**src/design/lsrc_pkg.sv**
```systemverilog
`timescale 1ns / 1ps
`default_nettype none

package lsrc_pkg;

   localparam int COORD_W = 32;
   // Quotient bits kept below the point where any move saturates the coordinate
   localparam int DIV_STEPS = 33;
   localparam int QUEUE_DEPTH = 4;

   typedef logic signed [COORD_W-1:0] coord_type;
   typedef logic [COORD_W-1:0] mag_type;

   typedef enum logic [2:0] {
      CSR_WINDOW_LEFT   = 3'd0,
      CSR_WINDOW_BOTTOM = 3'd1,
      CSR_WINDOW_RIGHT  = 3'd2,
      CSR_WINDOW_TOP    = 3'd3,
      CSR_EDGE_MARGIN   = 3'd4
   } csr_index_type;

   // Segment plus widened window, as handed from the front to the back
   typedef struct packed {
      coord_type start_x;
      coord_type start_y;
      coord_type finish_x;
      coord_type finish_y;
      coord_type lo_x;
      coord_type hi_x;
      coord_type lo_y;
      coord_type hi_y;
   } item_type;

   // Working segment: p is the axis being clipped, s the dependent axis
   typedef struct packed {
      logic      ok;
      logic      swap;
      logic      slope;
      coord_type pa;
      coord_type sa;
      coord_type pb;
      coord_type sb;
      coord_type lo_c;
      coord_type hi_c;
      coord_type lo_n;
      coord_type hi_n;
      coord_type start_x;
      coord_type start_y;
      coord_type finish_x;
      coord_type finish_y;
   } seg_type;

   typedef struct packed {
      logic      en;
      coord_type origin;
      coord_type target;
      mag_type   num;
      mag_type   den;
   } move_req_type;

endpackage

`default_nettype wire

```
**src/design/lsrc_front.sv**
```systemverilog
`timescale 1ns / 1ps
`default_nettype none

module lsrc_front #(
   parameter int COORD_FRAC_BITS = 16
) (
   input  wire logic          clock,
   input  wire logic          reset,
   input  wire logic          req_tvalid,
   output logic               req_tready,
   input  wire logic [127:0]  req_tdata,
   input  wire logic          csr_valid,
   output logic               csr_ready,
   input  wire logic [2:0]    csr_index,
   input  wire logic [31:0]   csr_data,
   output logic               push,
   output lsrc_pkg::item_type push_item,
   input  wire logic          full
);

   localparam int CW = lsrc_pkg::COORD_W;
   localparam int MARGIN_W = 16 + COORD_FRAC_BITS;
   localparam int SUM_W = ((MARGIN_W > CW) ? MARGIN_W : CW) + 2;

   lsrc_pkg::coord_type left_ff, bottom_ff, right_ff, top_ff;
   logic [15:0]         margin_ff;
   logic [MARGIN_W-1:0] margin_sh;
   logic                f_valid_ff, f_valid_in, req_xfer;
   lsrc_pkg::item_type  f_item_ff, f_item_in;

   function automatic lsrc_pkg::coord_type widen(input lsrc_pkg::coord_type e,
                                                 input logic [MARGIN_W-1:0] m,
                                                 input logic up);
      logic [SUM_W-1:0] ev;
      logic [SUM_W-1:0] mv;
      logic [SUM_W-1:0] s;
      ev = {{(SUM_W-CW){e[CW-1]}}, e};
      mv = {{(SUM_W-MARGIN_W){1'b0}}, m};
      s  = up ? ev + mv : ev - mv;
      if ((&s[SUM_W-1:CW-1]) || !(|s[SUM_W-1:CW-1])) begin
         return s[CW-1:0];
      end else if (s[SUM_W-1]) begin
         return {1'b1, {(CW-1){1'b0}}};
      end else begin
         return {1'b0, {(CW-1){1'b1}}};
      end
   endfunction

   assign csr_ready = 1'b1;

   always_ff @(posedge clock) begin
      if (reset) begin
         left_ff   <= '0;
         bottom_ff <= '0;
         right_ff  <= '0;
         top_ff    <= '0;
         margin_ff <= '0;
      end else if (csr_valid) begin
         unique case (lsrc_pkg::csr_index_type'(csr_index))
            lsrc_pkg::CSR_WINDOW_LEFT:   left_ff   <= csr_data;
            lsrc_pkg::CSR_WINDOW_BOTTOM: bottom_ff <= csr_data;
            lsrc_pkg::CSR_WINDOW_RIGHT:  right_ff  <= csr_data;
            lsrc_pkg::CSR_WINDOW_TOP:    top_ff    <= csr_data;
            lsrc_pkg::CSR_EDGE_MARGIN:   margin_ff <= csr_data[15:0];
            default: ;
         endcase
      end
   end

   assign margin_sh = MARGIN_W'(margin_ff) << COORD_FRAC_BITS;

   always_comb begin
      f_item_in.start_x  = req_tdata[31:0];
      f_item_in.start_y  = req_tdata[63:32];
      f_item_in.finish_x = req_tdata[95:64];
      f_item_in.finish_y = req_tdata[127:96];
      f_item_in.lo_x     = widen(left_ff, margin_sh, 1'b0);
      f_item_in.hi_x     = widen(right_ff, margin_sh, 1'b1);
      f_item_in.lo_y     = widen(bottom_ff, margin_sh, 1'b0);
      f_item_in.hi_y     = widen(top_ff, margin_sh, 1'b1);
   end

   assign push       = f_valid_ff && !full;
   assign req_tready = !f_valid_ff || !full;
   assign req_xfer   = req_tvalid && req_tready;
   assign f_valid_in = req_xfer || (f_valid_ff && !push);

   always_ff @(posedge clock) begin
      if (reset) begin
         f_valid_ff <= 1'b0;
      end else begin
         f_valid_ff <= f_valid_in;
      end
   end

   always_ff @(posedge clock) begin
      if (req_xfer) begin
         f_item_ff <= f_item_in;
      end
   end

   assign push_item = f_item_ff;

endmodule

`default_nettype wire

```
**config.mk**
```make
export PLATFORM = sky130hd
export DESIGN_NAME = lsrc_front
export DESIGN_NICKNAME = d
export VERILOG_FILES = /design/src/design/lsrc_pkg.sv /design/src/design/lsrc_front.sv
export SDC_FILE = /design/constraint.sdc
export NUM_CORES = 1
export LEC_CHECK = 0
export BUFFER_PORTS_ARGS = -buffer_cell sky130_fd_sc_hd__buf_2
export CORE_ASPECT_RATIO = 1.1
export CORE_MARGIN = 4
export CORE_UTILIZATION = 45
export CTS_CLUSTER_DIAMETER = 30
export DETAILED_ROUTE_END_ITERATION = 8
export GPL_TIMING_DRIVEN = 1
export PLACE_DENSITY = 0.74
export SLEW_MARGIN = 20
export SYNTH_ARGS = -nofsm -noshare
export SYNTH_HDL_FRONTEND = slang
export SYNTH_SLANG_ARGS = --single-unit
export TNS_END_PERCENT = 50
```
**constraint.sdc**
```tcl
create_clock -name clock -period 15.51 [get_ports clock]
set_input_delay 1.551 -clock clock [delete_from_list [all_inputs] [get_ports clock]]
set_output_delay 1.551 -clock clock [all_outputs]
set_load 0.01 [all_outputs]
```
==> flow_summary.rst, run 1 <==
.. list-table::
   :header-rows: 1

   * - Metric
     - Value
   * - Flip-flop and latch count after synthesis
     - 401
   * - Number of rows created at floorplan
     - 74
   * - Minimum clock period after layout
     - 3.86 ns
   * - Area of the die
     - 41400 um2
   * - Final setup violating endpoints
     - 0
   * - Post-Syn Nets
     - 1792
   * - Detailed-routing iteration count for the pre-antenna-repair pass
     - 6
   * - Highest net fanout along the worst path
     - 21
   * - Number of hold-repair buffers added at the cts stage
     - 0
   * - Worst ir drop on vdd
     - 0.114 mV
   * - Post-Syn Instances
     - 1552
   * - Share of flip-flops with an asynchronous set or reset
     - 0
   * - Number of flops mapped to enable cells by yosys
     - 256
   * - Worst path top cell family by delay
     - compound AO/OA/AOI/OAI gates
   * - Post-layout util
     - 0.601
   * - Sequential element share of the synthesized area
     - 0.616
   * - Clock Path Buffers
     - 3
   * - Number of ports placed on the die boundary
     - 427
   * - Leakage power summed over all cells
     - 9.21 nW
   * - Die span in x
     - 194 um
   * - Storage cell area
     - 10600 um2
   * - TritonCTS clock tree
     - yes
   * - Global-route wire length before repair
     - 78.8 mm
   * - Hold Startpoint
     - left_ff[16]
   * - Crit path launch type
     - register
   * - Number of H-tree branching levels
     - 3
   * - Post-detailed-route wirelength per cell
     - 21.2 um
   * - Fin Setup TNS
     - 0 ns
   * - Reg2Reg Setup Slack
     - 11.65 ns
   * - Start-to-end type of the worst setup path
     - register to register
   * - Placeable core region
     - 37400 um2
   * - Antenna violations before repair
     - 15
   * - Number of buffers inserted during clock tree synthesis
     - 81
   * - Placed Cells incl. Taps
     - 2404
   * - Required time of the critical path
     - 15.79 ns
   * - Clock transition at the registers of the reported paths
     - 0.05 ns
   * - Chip Height
     - 213 um
   * - Overall track demand over capacity in global routing
     - 0.250
   * - Commonest non-fill, non-tap cell in the layout
     - buf_2
   * - Drt via density
     - 5.42
   * - Via count
     - 13900
   * - Achievable clock frequency
     - 259 MHz
   * - Tightest slew margin relative to the limit
     - 0.355
   * - Detailed-route DRC error count
     - 0
   * - Pin count of the biggest net entering global routing
     - 80
   * - Pins Over Slew Limit
     - 0
   * - Category of the worst setup path capture point
     - register
   * - Cell count of the worst hold path
     - 2
   * - DPL Wire Length
     - 39.0 mm
   * - Reg-to-reg endpoint
     - push_item[126]
   * - Via count of the first global-routing pass
     - 13400
   * - Slowest stage cell, crit path
     - or4b_1
   * - Aggregate routed wire length
     - 54.3 mm
   * - Worst-skew pair later-pin latency
     - 0.60 ns
   * - Clock root buffer
     - clkbuf_16
   * - Post-route ant nets
     - 0
   * - Run status
     - complete, no violations
   * - Final hold violation count
     - 0
   * - Footprint of the multi-input gates
     - 6080 um2
   * - Number of standard cells in the layout, taps in and fillers out
     - 2558
   * - Final nets
     - 2233
   * - Most common flop cell mapped by yosys
     - edfxtp_1
   * - Area Growth Syn to Fin
     - 30.8%
   * - Class of the worst hold path
     - register to register
   * - Critical R2R Launch
     - margin_ff[1]
   * - Unrepaired setup endpoints after global routing
     - no
   * - Post-layout total power
     - 3.41 mW
   * - Most used cells in the layout excluding fill and tap cells
     - buf_2 (424), nand2_1 (319), edfxtp_1 (256), a21oi_1 (211), dfxtp_1 (145)
   * - Sinks on the clock net
     - 401
   * - Share of cells above drive strength 1
     - 0.293
   * - Slowest stage delay, CP
     - 0.52 ns
   * - Hold-critical path endpoint
     - left_ff[16]
   * - Library cells used by synthesis
     - 69
   * - Max Clock Skew
     - 0.0317 ns
   * - Synthesized area
     - 17200 um2
   * - Max-capacitance violation count
     - 0
   * - Pwr Density
     - 151 nW/um2
   * - Number of port buffers
     - 425
   * - Transition at the pin with the smallest max-transition slack
     - 0.967 ns
   * - Fraction of the cycle the final worst path needs
     - 0.249
   * - Number of buffers and inverters on the critical path
     - 2
   * - Number of cells upsized or downsized after cts
     - 0
   * - Iteration-0 DRC count of the detailed router
     - 1090
   * - Worst Reg2Reg Path Length in Cells
     - 11
   * - Global route overflow
     - 0
   * - Cell Chain, Critical Path
     - inv_1 > ha_1 > nor2b_1 > o21ai_0 > a211oi_1 > o2111ai_1 > a21boi_1 > or4b_1 > a2bb2oi_2 > buf_4 > o21ai_1
   * - Number of buffers inserted to repair setup after CTS
     - 0
   * - Final weighted congestion of routability-driven global placement
     - 0.945
   * - Filler instances
     - 3129
   * - Ys Warns
     - 0
   * - Arrival @ worst endpoint
     - 4.14 ns
   * - Starting density of the core
     - 0.460
   * - Synth Area per Inst
     - 11.1 um2
==> final cells by class <==
class                           count  area share
Clock inverter                     56      0.0275
Clock buffer                       91      0.0960
Sequential cell                   401       0.471
Timing Repair Buffer              434      0.0977
Inverter                           56     0.00934
Antenna cell                        7    0.000779
Tap cell                          494      0.0275
Multi-Input combinational cell   1019       0.270
==> sequential cells by signal, summed over array words and instances (netlist names) <==
name,flops
left_ff,32
margin_ff,16
bottom_ff,32
push_item,256
f_valid_ff,1
right_ff,32
top_ff,32
==> cells in the mapped netlist (3+ instances only) <==
master / count / area share
ha_1: 68 / 0.049
o21bai_1: 4 / 0.0017
a31oi_1: 6 / 0.0022
buf_4: 4 / 0.0017
clkbuf_1: 55 / 0.012
dfxtp_1: 145 / 0.17
o21ai_0: 38 / 0.011
nor2_1: 32 / 0.0070
buf_6: 4 / 0.0026
a21oi_1: 211 / 0.061
nand3_1: 10 / 0.0029
a21boi_1: 3 / 0.0013
buf_2: 11 / 0.0032
and3_1: 6 / 0.0022
o21ai_1: 38 / 0.011
nand4_1: 3 / 0.0011
xor2_1: 22 / 0.011
nor4_1: 3 / 0.0011
or3_1: 3 / 0.0011
o31a_1: 4 / 0.0020
nor3_1: 6 / 0.0017
nor2b_1: 12 / 0.0044
o211ai_1: 4 / 0.0017
a21oi_2: 3 / 0.0015
and2_1: 4 / 0.0015
nor3b_1: 6 / 0.0026
a211oi_1: 21 / 0.0092
a22oi_1: 3 / 0.0013
a21o_1: 35 / 0.015
o21a_1: 80 / 0.035
or2_2: 4 / 0.0015
fa_1: 4 / 0.0047
inv_2: 3 / 0.00065
nand2_1: 320 / 0.070
inv_1: 52 / 0.011
edfxtp_1: 256 / 0.45
xnor2_1: 27 / 0.014
==> stage by stage <==
stage	hold slack (ns)	setup WS, ns	cell area, um2
after global routing	0.470	11.30	22500
after CTS	0.453	11.38	22500
after floorplan	0.436	7.33	17200
after global placement	0.443	11.19	19700
after detailed placement	0.447	11.14	19700
final	0.452	11.65	22500
==> how the worst max path moves through the flow <==
stage,startpoint,end,cells after the start
CTS,margin_ff[1],push_item[55],11
detailed placement,full,push_item[247],5
floorplan,full,push_item[0],2
global placement,full,push_item[247],5
global route,margin_ff[1],push_item[55],11
finish,margin_ff[1],push_item[126],11
==> where the power goes <==
| part | total, mW | internal [mW] | switching, mW |
|---|---|---|---|
| combinational | 0.398 | 0.148 | 0.250 |
| sequential | 1.28 | 1.25 | 0.0274 |
| clock | 1.73 | 1.14 | 0.597 |
==> cells by family after synthesis <==
family,count (synthesis),synth area share
AO/OA/AOI/OAI,475,0.169
adder cells (fa/ha/maj),72,0.0541
flip-flops,401,0.616
XOR/XNOR,51,0.0268
buffers and inverters,132,0.0323
other,1,0.000218
AND/OR/NAND/NOR,420,0.102
==> routing by layer <==
metal  vias to the layer above  wire (um)  track usage
met2                       671      26700        0.430
li1                       6468          -            -
met4                         6       2240        0.109
met3                       132       5330       0.0746
met5                         -         34            0
met1                      6586      19900        0.293
==> worst min-delay path: stages (launching register included) <==
cell	delay [ns]
dfxtp_1	0.30
nand2_1	0.05
a21oi_1	0.05
(Power assumes the default switching activity.)
==> run 2: changes to the inputs <==
Clock period 15.51 ns to 3.6 ns, I/O delays scaled along.
==> run 2 against run 1 <==
Effect of this change: first-iteration DRC count increased by 4.1%; cell area increased by 6.3%; worst setup slack got worse by 11 ns; hold slack got worse by 0.40 ns; non-clock buffer count increased by 158; utilization increased by 3.8 points; final cell count increased by 6.1%; power increased to 4.3 times the previous value; critical path type unchanged; largest power group unchanged.
==> flow_summary.rst, run 2 (synthesized netlist as in run 1, its figures left out) <==
.. list-table::
   :header-rows: 1

   * - Metric
     - Value
   * - Category of the worst setup path capture point
     - register
   * - Number of buffers and inverters on the critical path
     - 2
   * - Final hold violation count
     - 0
   * - Post-layout total power
     - 14.6 mW
   * - Sequential Power Share
     - 0.376
   * - Worst path top cell family by delay
     - compound AO/OA/AOI/OAI gates
   * - Final nets
     - 2387
   * - Required time of the critical path
     - 3.91 ns
   * - Reg2Reg Setup Slack
     - 0.24 ns
   * - Uppermost routed layer
     - met5
   * - Drt via density
     - 5.34
   * - Hold Startpoint
     - full
   * - Number of flip-flops under the largest register name
     - 256
   * - Pwr Density
     - 610 nW/um2
   * - Hold-critical path endpoint
     - f_valid_ff
   * - Via count of the first global-routing pass
     - 14600
   * - Global-route wire length before repair
     - 84.5 mm
   * - Run status
     - complete, no violations
   * - Leakage power summed over all cells
     - 9.82 nW
   * - Critical R2R Launch
     - margin_ff[12]
   * - Via count
     - 14500
   * - Minimum clock period after layout
     - 3.36 ns
   * - Chip Height
     - 213 um
   * - Number of H-tree branching levels
     - 3
   * - Post-route design area
     - 23900 um2
   * - Placeable core region
     - 37400 um2
   * - Slowest stage delay, CP
     - 0.52 ns
   * - Overall track demand over capacity in global routing
     - 0.266
   * - Achievable clock frequency
     - 298 MHz
   * - Detailed-routing iteration count for the pre-antenna-repair pass
     - 5
   * - Cell count of the worst hold path
     - 3
   * - Most used cells in the layout excluding fill and tap cells
     - buf_2 (424), nand2_1 (319), edfxtp_1 (256), a21oi_1 (211), dfxtp_1 (145)
   * - Met3 WL
     - 5.35 mm
   * - Worst Reg2Reg Path Length in Cells
     - 11
   * - NetSw
     - 3.74 mW
   * - Arrival @ worst endpoint
     - 3.67 ns
   * - Slowest stage cell, crit path
     - or4b_1
   * - Max-capacitance violation count
     - 0
   * - Proportion of total power due to net switching
     - 0.256
   * - Placement Cell Area
     - 19900 um2
   * - Crit path launch type
     - register
   * - TritonCTS clock tree
     - yes
   * - Final setup margin
     - 0.240 ns
   * - Cell Chain, Critical Path
     - inv_1 > ha_1 > a21o_1 > a21oi_1 > nor2b_1 > a311oi_1 > a21boi_1 > or4b_1 > a2bb2oi_2 > buf_4 > o21ai_1
   * - Met1 Wirelength
     - 20.7 mm
   * - Die span in x
     - 194 um
   * - Final setup violating endpoints
     - 0
   * - Placed Cells incl. Taps
     - 2433
   * - Worst-skew pair later-pin latency
     - 0.59 ns
   * - Reg-to-reg endpoint
     - push_item[112]
   * - Start-to-end type of the worst setup path
     - register to register
   * - Area Growth Syn to Fin
     - 39.1%
   * - Number of buffers inserted during clock tree synthesis
     - 77
   * - Aggregate routed wire length
     - 57.0 mm
   * - Clock root buffer
     - clkbuf_16
   * - Fin Setup TNS
     - 0 ns
   * - Pre-CTS setup slack
     - 0.106 ns
   * - Post-layout util
     - 0.639
   * - Proportion of power drawn by combinational gates
     - 0.131
   * - Worst ir drop on vdd
     - 0.391 mV
   * - Tightest slew margin relative to the limit
     - 0.393
   * - Class of the worst hold path
     - input pin to register
   * - Starting density of the core
     - 0.460
   * - Number of port buffers
     - 425
   * - Clock transition at the registers of the reported paths
     - 0.05 ns
   * - Number of ports placed on the die boundary
     - 427
   * - Post-route ant nets
     - 0
   * - Area of the die
     - 41400 um2
   * - Post-detailed-route wirelength per cell
     - 21.0 um
   * - Transition at the pin with the smallest max-transition slack
     - 0.910 ns
   * - Storage cell area
     - 10600 um2
   * - Pins Over Slew Limit
     - 0
   * - Highest net fanout along the worst path
     - 18
   * - Hold Slack
     - 0.0547 ns
   * - Number of standard cells in the layout, taps in and fillers out
     - 2713
   * - Clock share of power
     - 0.493
   * - Internal power
     - 10.9 mW
   * - Max Clock Skew
     - 0.0262 ns
   * - Number of buffers inserted to repair setup after CTS
     - 0
   * - DPL Wire Length
     - 39.6 mm
   * - Clock Path Buffers
     - 3
   * - Unrepaired setup endpoints after global routing
     - no
   * - Routed wire length on met2
     - 28.5 mm
   * - Iteration-0 DRC count of the detailed router
     - 1135
   * - Global route overflow
     - 0
   * - Detailed-route DRC error count
     - 0
   * - Pin count of the biggest net entering global routing
     - 74
   * - Filler instances
     - 2952
   * - Final weighted congestion of routability-driven global placement
     - 0.986
   * - Number of rows created at floorplan
     - 74
   * - Commonest non-fill, non-tap cell in the layout
     - buf_2
   * - Sinks on the clock net
     - 401
   * - Footprint of the multi-input gates
     - 6090 um2
   * - Share of cells above drive strength 1
     - 0.281
   * - Antenna violations before repair
     - 9
   * - Fraction of the cycle the final worst path needs
     - 0.933
[run 2: changes by cell type in the layout (fill, tap and decap cells not counted), moves of 2 or more]
cell | previous run | this run
clkbuf_16 | 84 | 80
dlygate4sd3_1 | 0 | 129
inv_8 | 4 | 1
clkinvlp_4 | 5 | 11
clkinv_4 | 12 | 8
buf_12 | 0 | 4
clkinv_1 | 2 | 8
inv_6 | 12 | 14
buf_4 | 10 | 35
clkinv_8 | 3 | 0
inv_4 | 2 | 0
[run 2: final cells by class]
class,count,area share
clock inverters,58,0.0250
well taps,494,0.0258
diodes,8,0.000837
repair buffers,592,0.157
clock buffers,85,0.0853
inverters,56,0.00879
flip-flops and latches,401,0.443
multi-input cells,1019,0.254
[run 2: what timing repair did]
| action | 4_1_cts | 5_1_grt |
|---|---|---|
| hold buffers | 129 | 0 |
| endpoints found under the hold margin | 129 | 0 |
| gates resized for setup | 0 | 3 |
| setup endpoints to repair | 0 | 28 |
[run 2: metal layers]
layer,track usage,vias to the layer above
met5,0,-
met4,0.123,4
met3,0.0775,136
met2,0.467,705
met1,0.302,6865
li1,-,6782
[run 2: worst max path at each step]
stage	from	cells past startpoint	endpoint
after global routing	margin_ff[12]	11	push_item[112]
final	margin_ff[12]	11	push_item[112]
after floorplan	margin_ff[0]	14	push_item[10]
after detailed placement	margin_ff[1]	10	push_item[55]
after global placement	margin_ff[1]	10	push_item[61]
after CTS	margin_ff[1]	10	push_item[55]
[run 2: power by group through the flow]
stage	clock network, mW	logic (mW)	registers, mW
2_1_floorplan	0	0.840	5.73
3_3_place_gp	0	1.73	5.56
3_5_place_dp	0	1.77	5.57
4_1_cts	7.28	1.91	5.49
5_1_grt	7.58	2.08	5.51
6_report	7.20	1.92	5.48
[run 2: worst register-to-register path: cells and delay by family, from the launching register on]
family,cells,cell delay (ns)
flip-flops,1,0.47
AND/OR/NAND/NOR,2,0.58
adder cells (fa/ha/maj),1,0.39
buffers and inverters,2,0.40
AO/OA/AOI/OAI,6,1.27
==> run 3: changes to the inputs <==
Settings changed: BUFFER_PORTS_ARGS -buffer_cell sky130_fd_sc_hd__buf_2 to unset, DONT_BUFFER_PORTS set to 1, HOLD_SLACK_MARGIN set to 0.1, PLACE_DENSITY 0.74 to 0.65.
==> run 3 against run 2 <==
Effect of this change: critical path depth unchanged; final cell count decreased by 14%; non-clock buffer count decreased by 401; critical path type unchanged; largest cell class unchanged; highest routed layer unchanged.
==> flow_summary.rst, run 3 (synthesized netlist as in run 1, its figures left out) <==
.. list-table::
   :header-rows: 1

   * - Metric
     - Value
   * - Via count
     - 12900
   * - Aggregate routed wire length
     - 55.3 mm
   * - Clock share of power
     - 0.534
   * - Run status
     - complete, no violations
   * - Number of rows created at floorplan
     - 74
   * - Max-capacitance violation count
     - 0
   * - Worst ir drop on vdd
     - 0.424 mV
   * - Clock root buffer
     - clkbuf_16
   * - Proportion of total power due to net switching
     - 0.246
   * - Iteration-0 DRC count of the detailed router
     - 996
   * - TritonCTS clock tree
     - yes
   * - Final hold violation count
     - 0
   * - Share of cells above drive strength 1
     - 0.111
   * - Antenna violations before repair
     - 18
   * - Class of the worst hold path
     - input pin to register
   * - Post-detailed-route wirelength per cell
     - 23.7 um
   * - Internal power
     - 11.5 mW
   * - Highest net fanout along the worst path
     - 17
   * - Clock Path Buffers
     - 3
   * - Most used cells in the layout excluding fill and tap cells
     - nand2_1 (319), edfxtp_1 (256), a21oi_1 (211), dlygate4sd3_1 (163), dfxtp_1 (145)
   * - Hold Slack
     - 0.234 ns
   * - Starting density of the core
     - 0.460
   * - Category of the worst setup path capture point
     - register
   * - Minimum clock period after layout
     - 3.44 ns
   * - Detailed-routing iteration count for the pre-antenna-repair pass
     - 6
   * - Slowest stage delay, CP
     - 0.49 ns
   * - Global route overflow
     - 0
   * - Chip Height
     - 213 um
   * - Post-layout total power
     - 15.2 mW
   * - Die span in x
     - 194 um
   * - NetSw
     - 3.75 mW
   * - Number of H-tree branching levels
     - 3
   * - Required time of the critical path
     - 3.93 ns
   * - Final weighted congestion of routability-driven global placement
     - 0.965
   * - Cell count of the worst hold path
     - 2
   * - Post-route ant nets
     - 0
   * - Placed Cells incl. Taps
     - 1997
   * - Sequential Power Share
     - 0.378
   * - Worst Reg2Reg Path Length in Cells
     - 11
   * - Clock transition at the registers of the reported paths
     - 0.05 ns
   * - Unrepaired setup endpoints after global routing
     - yes
   * - Number of port buffers
     - 0
   * - Tightest slew margin relative to the limit
     - 0.513
   * - Overall track demand over capacity in global routing
     - 0.256
   * - Proportion of power drawn by combinational gates
     - 0.088
   * - Cell Chain, Critical Path
     - ha_1 > inv_1 > fa_1 > nor2b_1 > o31a_1 > o311ai_2 > o21bai_2 > a21oi_1 > o311a_1 > o21a_2 > o21a_1
   * - Leakage power summed over all cells
     - 8.42 nW
   * - Commonest non-fill, non-tap cell in the layout
     - nand2_1
   * - Arrival @ worst endpoint
     - 3.77 ns
   * - DPL Wire Length
     - 36.6 mm
   * - Number of flip-flops under the largest register name
     - 256
   * - Max Clock Skew
     - 0.0357 ns
   * - Final nets
     - 1993
   * - Number of ports placed on the die boundary
     - 427
   * - Pwr Density
     - 676 nW/um2
   * - Area of the die
     - 41400 um2
   * - Detailed-route DRC error count
     - 0
   * - Crit path launch type
     - register
   * - Start-to-end type of the worst setup path
     - register to register
   * - Pin count of the biggest net entering global routing
     - 146
   * - Transition at the pin with the smallest max-transition slack
     - 0.728 ns
   * - Via count of the first global-routing pass
     - 12700
   * - Global-route wire length before repair
     - 80.2 mm
   * - Number of buffers inserted during clock tree synthesis
     - 84
   * - Fraction of the cycle the final worst path needs
     - 0.956
   * - Drt via density
     - 5.52
   * - Sinks on the clock net
     - 401
   * - Final setup violating endpoints
     - 0
   * - Pins Over Slew Limit
     - 0
   * - Worst-skew pair later-pin latency
     - 0.61 ns
   * - Area Growth Syn to Fin
     - 31.0%
   * - Achievable clock frequency
     - 291 MHz
   * - Placeable core region
     - 37400 um2
   * - Number of standard cells in the layout, taps in and fillers out
     - 2334
   * - Slowest stage cell, crit path
     - dfxtp_1
-- run 3: cell count changes in the layout (fill, tap and decap cells not counted), sizes merged --
cell         previous run  this run
clkinvlp               11        10
clkbuf                 85       104
diode                   8        15
dlygate4sd3           129       163
bufinv                  8        11
buf                   463        28
inv                    70        64
-- run 3: critical path: cells and delay by family, from the launching register on --
kind                     cells  cell delay [ns]
adder cells (fa/ha/maj)      2             0.69
AO/OA/AOI/OAI                7             1.74
flip-flops                   1             0.49
buffers and inverters        1             0.07
AND/OR/NAND/NOR              1             0.16
-- run 3: worst paths after layout --
check                     from            end  slack (ns)
setup / recovery  margin_ff[0]   push_item[1]        0.16
hold / removal           reset  bottom_ff[11]        0.23
setup reg to reg  margin_ff[0]   push_item[1]        0.16
hold reg to reg    left_ff[15]    left_ff[15]        0.45
-- run 3: routing by layer --
layer	wire, um	GRT usage	vias up
met1	20400	0.293	6089
met5	44	0	-
met2	27600	0.443	634
li1	-	-	5998
met3	5030	0.0830	144
met4	2150	0.111	8
-- run 3: power groups by stage --
stage	sequential, mW	combinational (mW)	clock [mW]
floorplan	5.73	0.840	0
global placement	5.86	1.05	0
detailed placement	5.86	1.08	0
CTS	5.78	1.34	8.24
global route	5.79	1.47	8.51
finish	5.76	1.34	8.14
-- run 3: final cells by class --
cell class,count,area [um2]
fill,2988,14900
sequential,401,10600
multi-input combinational,1019,6080
clock buffer,104,2390
timing repair buffer,191,1940
clock inverter,54,664
tap,494,618
inverter,56,210
antenna,15,37.5
-- run 3: what timing repair did --
action                                  CTS  global route
hold endpoints to repair                273             0
buffers inserted                          0             0
endpoints found under the setup margin    2            45
gates resized for setup                   1             2
hold buffers                            164             0
-- run 3: stage by stage --
step	utilization	TNS (ns)	setup WS [ns]	cell area [um2]
floorplan	-	0	0.653	17200
global placement	0.475	0	0.0624	17800
detailed placement	0.475	0	0.00374	17800
CTS	0.601	0	0.135	22500
global route	0.602	-0.0442	-0.0115	22500
finish	0.602	0	0.158	22500
